$ cat config.mk
export PLATFORM = sky130hd
export DESIGN_NAME = psrl_hash_unit
export DESIGN_NICKNAME = d
export VERILOG_FILES = /design/src/hdl/psrl_pkg.sv /design/src/hdl/psrl_hash_unit.sv
export SDC_FILE = /design/constraint.sdc
export NUM_CORES = 1
export LEC_CHECK = 0
export ABC_AREA = 1
export BUFFER_PORTS_ARGS = -buffer_cell sky130_fd_sc_hd__buf_2
export CAP_MARGIN = 10
export CORE_ASPECT_RATIO = 0.7
export CORE_MARGIN = 1.5
export CORE_UTILIZATION = 39
export DETAILED_ROUTE_END_ITERATION = 12
export HOLD_SLACK_MARGIN = 0.05
export REMOVE_ABC_BUFFERS = 1
export SYNTH_ARGS = -nofsm -noshare
export SYNTH_HDL_FRONTEND = slang
export SYNTH_SLANG_ARGS = --single-unit
$ cat constraint.sdc
create_clock -name clock -period 9.3 [get_ports clock]
set_input_delay 0 -clock clock [delete_from_list [all_inputs] [get_ports clock]]
set_output_delay 0 -clock clock [all_outputs]
set_load 0.1 [all_outputs]
$ cat src/hdl/psrl_pkg.sv
// ----------------------------------------------------------------------------
// psrl_pkg
// Shared types and constants for the per-source rate limiter: table geometry,
// slot entry layout, address kinds, result outcomes and register map.
// ----------------------------------------------------------------------------
package psrl_pkg;

   // Table geometry; the slot count must be a power of two (slot = hash mask)
   localparam int unsigned TABLE_SLOTS = 512;
   localparam int unsigned SLOT_W      = $clog2(TABLE_SLOTS);

   // Key sizes
   localparam int unsigned MAX_KEY_BYTES = 16;
   localparam int unsigned KEY_LEN_W     = $clog2(MAX_KEY_BYTES + 1);

   // djb2 seed
   localparam logic [31:0] HASH_SEED = 32'd5381;

   // Register reset values
   localparam logic [15:0] HIT_LIMIT_RESET = 16'd100;
   localparam logic [7:0]  WINDOW_RESET    = 8'd1;

   // Stream widths
   localparam int unsigned REQ_DATA_W = 160;
   localparam int unsigned REQ_USER_W = 2;
   localparam int unsigned RSP_FIELDS_W = 1 + SLOT_W + 3;
   localparam int unsigned RSP_DATA_W   = 8 * ((RSP_FIELDS_W + 7) / 8);

   // Address kinds
   localparam logic [1:0] KIND_OTHER = 2'd0;
   localparam logic [1:0] KIND_IPV4  = 2'd1;
   localparam logic [1:0] KIND_IPV6  = 2'd2;

   // Result outcomes
   localparam logic [2:0] OUT_RESTART   = 3'd0;
   localparam logic [2:0] OUT_COUNTED   = 3'd1;
   localparam logic [2:0] OUT_DROPPED   = 3'd2;
   localparam logic [2:0] OUT_CLAIMED   = 3'd3;
   localparam logic [2:0] OUT_COLLISION = 3'd4;

   // Register map (word index)
   localparam logic REG_HIT_LIMIT = 1'b0;
   localparam logic REG_WINDOW    = 1'b1;

   // One table slot
   typedef struct packed {
      logic [63:0]          key_upper;
      logic [63:0]          key_lower;
      logic [KEY_LEN_W-1:0] key_length;
      logic [31:0]          window_begin;
      logic [15:0]          hits;
   } slot_entry_type;

   // Write port of the slot table
   typedef struct packed {
      logic              en;
      logic [SLOT_W-1:0] addr;
      slot_entry_type    data;
   } slot_write_type;

endpackage

$ cat src/hdl/psrl_hash_unit.sv
// ----------------------------------------------------------------------------
// psrl_hash_unit
// Iterative djb2 hash: one shared multiply-by-33-and-add step per cycle,
// one key byte per step, most significant byte first.
// ----------------------------------------------------------------------------
module psrl_hash_unit (
   input  logic                           clock,
   input  logic                           reset,
   input  logic                           start,
   input  logic [63:0]                    key_upper,
   input  logic [63:0]                    key_lower,
   input  logic [psrl_pkg::KEY_LEN_W-1:0] key_length,
   output logic                           busy,
   output logic [31:0]                    hash
);

   logic [31:0]                    hash_ff, hash_in;
   logic [127:0]                   bytes_ff, bytes_in;
   logic [psrl_pkg::KEY_LEN_W-1:0] count_ff, count_in;
   logic [31:0]                    step_sum;

   // Shared step: h * 33 + byte
   assign step_sum = {hash_ff[26:0], 5'b0} + hash_ff + {24'b0, bytes_ff[127:120]};

   always_comb begin
      hash_in  = hash_ff;
      bytes_in = bytes_ff;
      count_in = count_ff;
      if (start) begin
         hash_in  = psrl_pkg::HASH_SEED;
         bytes_in = {key_upper, key_lower};
         count_in = key_length;
      end else if (count_ff != '0) begin
         hash_in  = step_sum;
         bytes_in = {bytes_ff[119:0], 8'b0};
         count_in = count_ff - 1'b1;
      end
   end

   always_ff @(posedge clock) begin
      if (reset) begin
         count_ff <= '0;
      end else begin
         count_ff <= count_in;
      end
      hash_ff  <= hash_in;
      bytes_ff <= bytes_in;
   end

   assign busy = (count_ff != '0);
   assign hash = hash_ff;

endmodule

==> After elaboration in Yosys (flattened, before gate mapping) <==
Index checks and enable logic that the tools add are counted.
{ "classes": {"n_addsub": 3, "bitwise": 0, "magnitude_cmp": 0, "n_shift": 0, "div": 0, "mux": 4, "mul": 0, "eq_ne": 0, "n_reduce_logical": 2} }
{ "op_table": {"columns": ["op", "count"], "rows": [
  ["2-to-1 mux 128 bit", 2],
  ["adder 32 bit", 1],
  ["adder 32 x 8 -> 32 bit", 1],
  ["2-to-1 mux 5 bit", 2],
  ["nonzero test 5 bit", 1],
  ["subtractor 5 x 1 -> 5 bit (second input constant)", 1],
  ["nonzero test 2 bit", 1]
]} }
{ "word_totals": {"rom_bits": 0, "latch_bits": 0, "inputBits": 136, "mem_count": 0, "mem_bits_rw": 0, "regBits": 165, "output_inout_bits": 33, "elab_cells": 12} }

==> Logic depth before layout (Yosys ltp) <==
{ "depth": {"ltp_word": 3, "depth_mapped": 15, "mapped_depth_nobuf": 15} }

==> Worst setup path after synthesis <==
No wires, ideal clock.
{ "synth_path": {"path_kind": "reg-to-reg", "startpoint": "register count_ff[0] in the netlist's numbering", "endpoint": "register bytes_ff[0], enable pin", "required_ns": 8.817, "arrival_ns": 3.659, "path_stages_with_launch": 6, "slack_ns": 5.158, "period_less_slack_ns": 4.142, "cell_sequence": "dfxtp_1 -> inv_1 -> ha_1 -> nand3_2 -> nor2_2 -> inv_1"} }
{ "synth_via": {"elab_chain_len": 2} }
{ "synth_lines": {"columns": ["item", "line_no", "text"], "rows": [
  ["from (decl)", "psrl_hash_unit.sv:19", "logic [psrl_pkg::KEY_LEN_W-1:0] count_ff, count_in;"],
  ["from (signal assigned)", "psrl_hash_unit.sv:44", "count_ff <= count_in;"],
  ["nonzero test 5 bit", null, null],
  ["net busy", "psrl_hash_unit.sv:13", "output logic busy,"],
  ["nonzero test 2 bit (no source line)", null, null],
  ["to (signal assigned)", "psrl_hash_unit.sv:47", "bytes_ff <= bytes_in;"],
  ["to (decl)", "psrl_hash_unit.sv:18", "logic [127:0] bytes_ff, bytes_in;"]
]} }
The timed path passes the listed nets, and every way through them passes these cells.
A chain may end at the register's enable or synchronous reset.

==> Worst setup path after layout <==
{ "layout_path": {"startpoint": "register count_ff[0] in the netlist's numbering", "endpoint": "register bytes_ff[13], enable pin"} }
{ "layout_via": {"elab_chain_len": 2} }
{ "layout_lines": {"columns": ["item", "line_no", "text"], "rows": [
  ["nonzero test 5 bit", "psrl_hash_unit.sv:33", "end else if (count_ff != '0) begin"],
  ["nonzero test 2 bit (no source line)", null, null]
]} }
No other way between the ends.

==> reports/qor.yml <==
outcome: "completed"
path_max_fanout: 77
synthSimpleGateAreaFrac: 0.3168
timing.fmax_mhz: 374.6
first_pass_iters: 5
final_cell_mix: "616 x nand2_1, 167 x buf_2, 134 x dlygate4sd3_1"
first_iter_violations: 580
synth_area_um2: 9389
row_count: 47
clk_latency_ps: 430
drc: 0
postCtsSetupRepairBufs: 0
core_um2: 23640
layout_commonest_cell: "nand2_1"
synth-compound-area-share: 0.03945
placed_area_um2: 10520
cts-resized-gates: 0
pin_count: 169
critical_path_class: "reg2reg"
fin_nets: 1683
synth.distinct_cells: 37
cap_violations: 0
critical_path.startpoint_type: "register"
die_area_um2: 25030
hpwl_um: 16810
grt_pass1_vias: 8196
h-tree-depth: 4
rsz0062_at_grt: "false"
cts_max_path_buffers: 2
layout_min_cycle_time_ps: 2670
yosys_warnings: 0
ir_drop_mv: 0.1846
pwr-share-seq: 0.314
yosysSeqAreaShare: 0.4883
clock_skew_ps: 12.78
place_congestion: 0.8646
leakage_nw: 6.469
area_growth_syn_to_layout_pct: 32.16
clk_pin_slew_worst_paths_ps: 70
p_int_w: 0.001843
vias: 8498
muxShareOfSynthArea: 0
synth_adder_area_share: 0.08849
critPathCaptureType: "register"
p_per_area_nw_per_um2: 281.0
die_h_um: 132.8
p_clk_frac: 0.194
hold_viol: 0
avgRoutedWirePerCell_um: 13.84
io_buffers: 168
drt_wl_total_um: 25130
arrival_ps: 2730
synth_top_family_by_area: "simple AND/OR/NAND/NOR gates"
comb_power_share: 0.492
cts_sinks: 165
swShare: 0.4714
hold_class: "in2reg"
setup_viol: 0
track_usage: 0.2070
grt_pass1_wl_um: 40660
drive_gt1_frac: 0.1571
antenna_found_initial: 3
drv_slew: 0
start_util: 0.3972
fin_tns_setup_ps: 0
synth_xor_area_frac: 0.004664
slew_headroom: 0.3446
ant_nets: 0
finalCritPeriodShare: 0.2871
synth_seq_cells: 165
fillCellCount: 2244
required_ps: 9360
dieWidth_um: 188.5
grt.overflow.total: 0
grt_max_degree: 86
p_switching_w: 0.001644
fin_area_um2: 12410
tightest_slew_ps: 983.1
numCtsBuffers: 17
via_per_inst: 4.680
cts-root-buf: "clkbuf_16"
cts_tree: "done"
syn_inst: 1192
synth.avg_cell_area_um2: 7.877
==> power groups by stage <==
stage | clock (W) | combinational [W] | sequential, W
2_1_floorplan | 0 | 0.000886 | 0.00147
3_3_place_gp | 0 | 0.00163 | 0.00111
3_5_place_dp | 0 | 0.00165 | 0.00111
4_1_cts | 0.000691 | 0.00171 | 0.00109
5_1_grt | 0.000718 | 0.00190 | 0.00111
6_report | 0.000676 | 0.00171 | 0.00110
==> critical path, cell delays in order, from the launching register on <==
cell	delay [ps]
dfxtp_1	360
inv_1	80
ha_1	210
nand3_2	120
nor2_2	60
inv_4	520
buf_4	850
==> sequential cells by signal (all words and copies together) (netlist names) <==
signal,count
bytes_ff,128
hash,32
count_ff,5
==> Yosys cell counts <==
master | number | share of area
nor3_1 | 1 | 0.00053
a21oi_1 | 36 | 0.019
a2bb2oi_1 | 1 | 0.00093
o22a_1 | 1 | 0.00093
o21bai_1 | 3 | 0.0024
nand3b_1 | 2 | 0.0016
a22o_1 | 1 | 0.00093
a21o_1 | 1 | 0.00080
nor2_2 | 7 | 0.0047
ha_1 | 60 | 0.080
xnor2_1 | 3 | 0.0028
clkbuf_1 | 18 | 0.0072
buf_1 | 5 | 0.0020
nor4_1 | 1 | 0.00067
nor3_2 | 2 | 0.0021
a21oi_2 | 3 | 0.0028
nand2_1 | 616 | 0.25
nor2_4 | 2 | 0.0024
xor2_1 | 2 | 0.0019
dfxtp_1 | 37 | 0.079
buf_4 | 2 | 0.0016
edfxtp_1 | 128 | 0.41
o21ai_0 | 12 | 0.0064
inv_2 | 7 | 0.0028
nor2_1 | 44 | 0.018
buf_2 | 9 | 0.0048
a22oi_1 | 2 | 0.0016
nand2_2 | 9 | 0.0060
o21ai_1 | 3 | 0.0016
inv_1 | 110 | 0.044
fa_1 | 4 | 0.0085
nand3_2 | 6 | 0.0064
o21a_1 | 1 | 0.00080
nand3_1 | 46 | 0.025
nand4_1 | 5 | 0.0033
a32o_1 | 1 | 0.0011
or2_2 | 1 | 0.00067
==> stage by stage <==
stage	setup WS (ps)	instances	util	total power (W)	hold slack, ps
2_1_floorplan	4873	1158	-	0.002352	69.07
3_3_place_gp	6612	1648	0.4450	0.002735	236.3
3_5_place_dp	6587	1648	0.4450	0.002763	233.2
4_1_cts	6578	1814	0.5247	0.003492	137.6
5_1_grt	6447	1816	0.5249	0.003733	170.2
6_report	6630	1816	0.5249	0.003487	144.7
==> layer usage <==
| layer | track usage | vias to the layer above | wire [µm] | share of wire |
|---|---|---|---|---|
| li1 | - | 4376 | - | - |
| met2 | 0.3180 | 255 | 10880 | 0.43 |
| met4 | 0.06173 | 2 | 501 | 0.020 |
| met5 | 0 | - | 12 | 0.00048 |
| met1 | 0.2895 | 3830 | 12090 | 0.48 |
| met3 | 0.04934 | 35 | 1638 | 0.065 |
==> repair_timing <==
item                                    CTS  global route
hold buffers                            134             0
endpoints found under the setup margin    0             0
hold endpoints to repair                133             0
==> final timing paths <==
kind / slack (ps) / depth (start not counted) / start / endpoint
worst max-delay path: 6630 / 6 / count_ff[0]$_SDFFE_PP0P_ / bytes_ff[13]$_DFFE_PP_
worst min-delay path: 140 / 3 / start / bytes_ff[7]$_SDFFCE_PN0P_
worst max register to register: 6630 / 6 / count_ff[0]$_SDFFE_PP0P_ / bytes_ff[13]$_DFFE_PP_
worst min register to register: 480 / 2 / hash[29]$_SDFFE_PP0P_ / hash[29]$_SDFFE_PP0P_
==> layout make-up <==
type	instances	area, µm²	area share
tap	318	397.9	0.03207
inverter	117	444.2	0.03580
sequential	165	4584	0.3695
clock inverter	7	77.57	0.006252
timing repair buffer	306	2215	0.1785
multi-input combinational	876	4219	0.3400
antenna	2	5.005	0.0004033
clock buffer	25	465.4	0.03751
==> cells by family after synthesis <==
logic type | count (synthesis)
DFF | 165
AOI/OAI and AO/OA | 65
buffers and inverters | 151
and+or+nand+nor | 742
adders and majority gates | 64
xor gates and xnor gates | 5
Power figures use the tool's default switching activity.
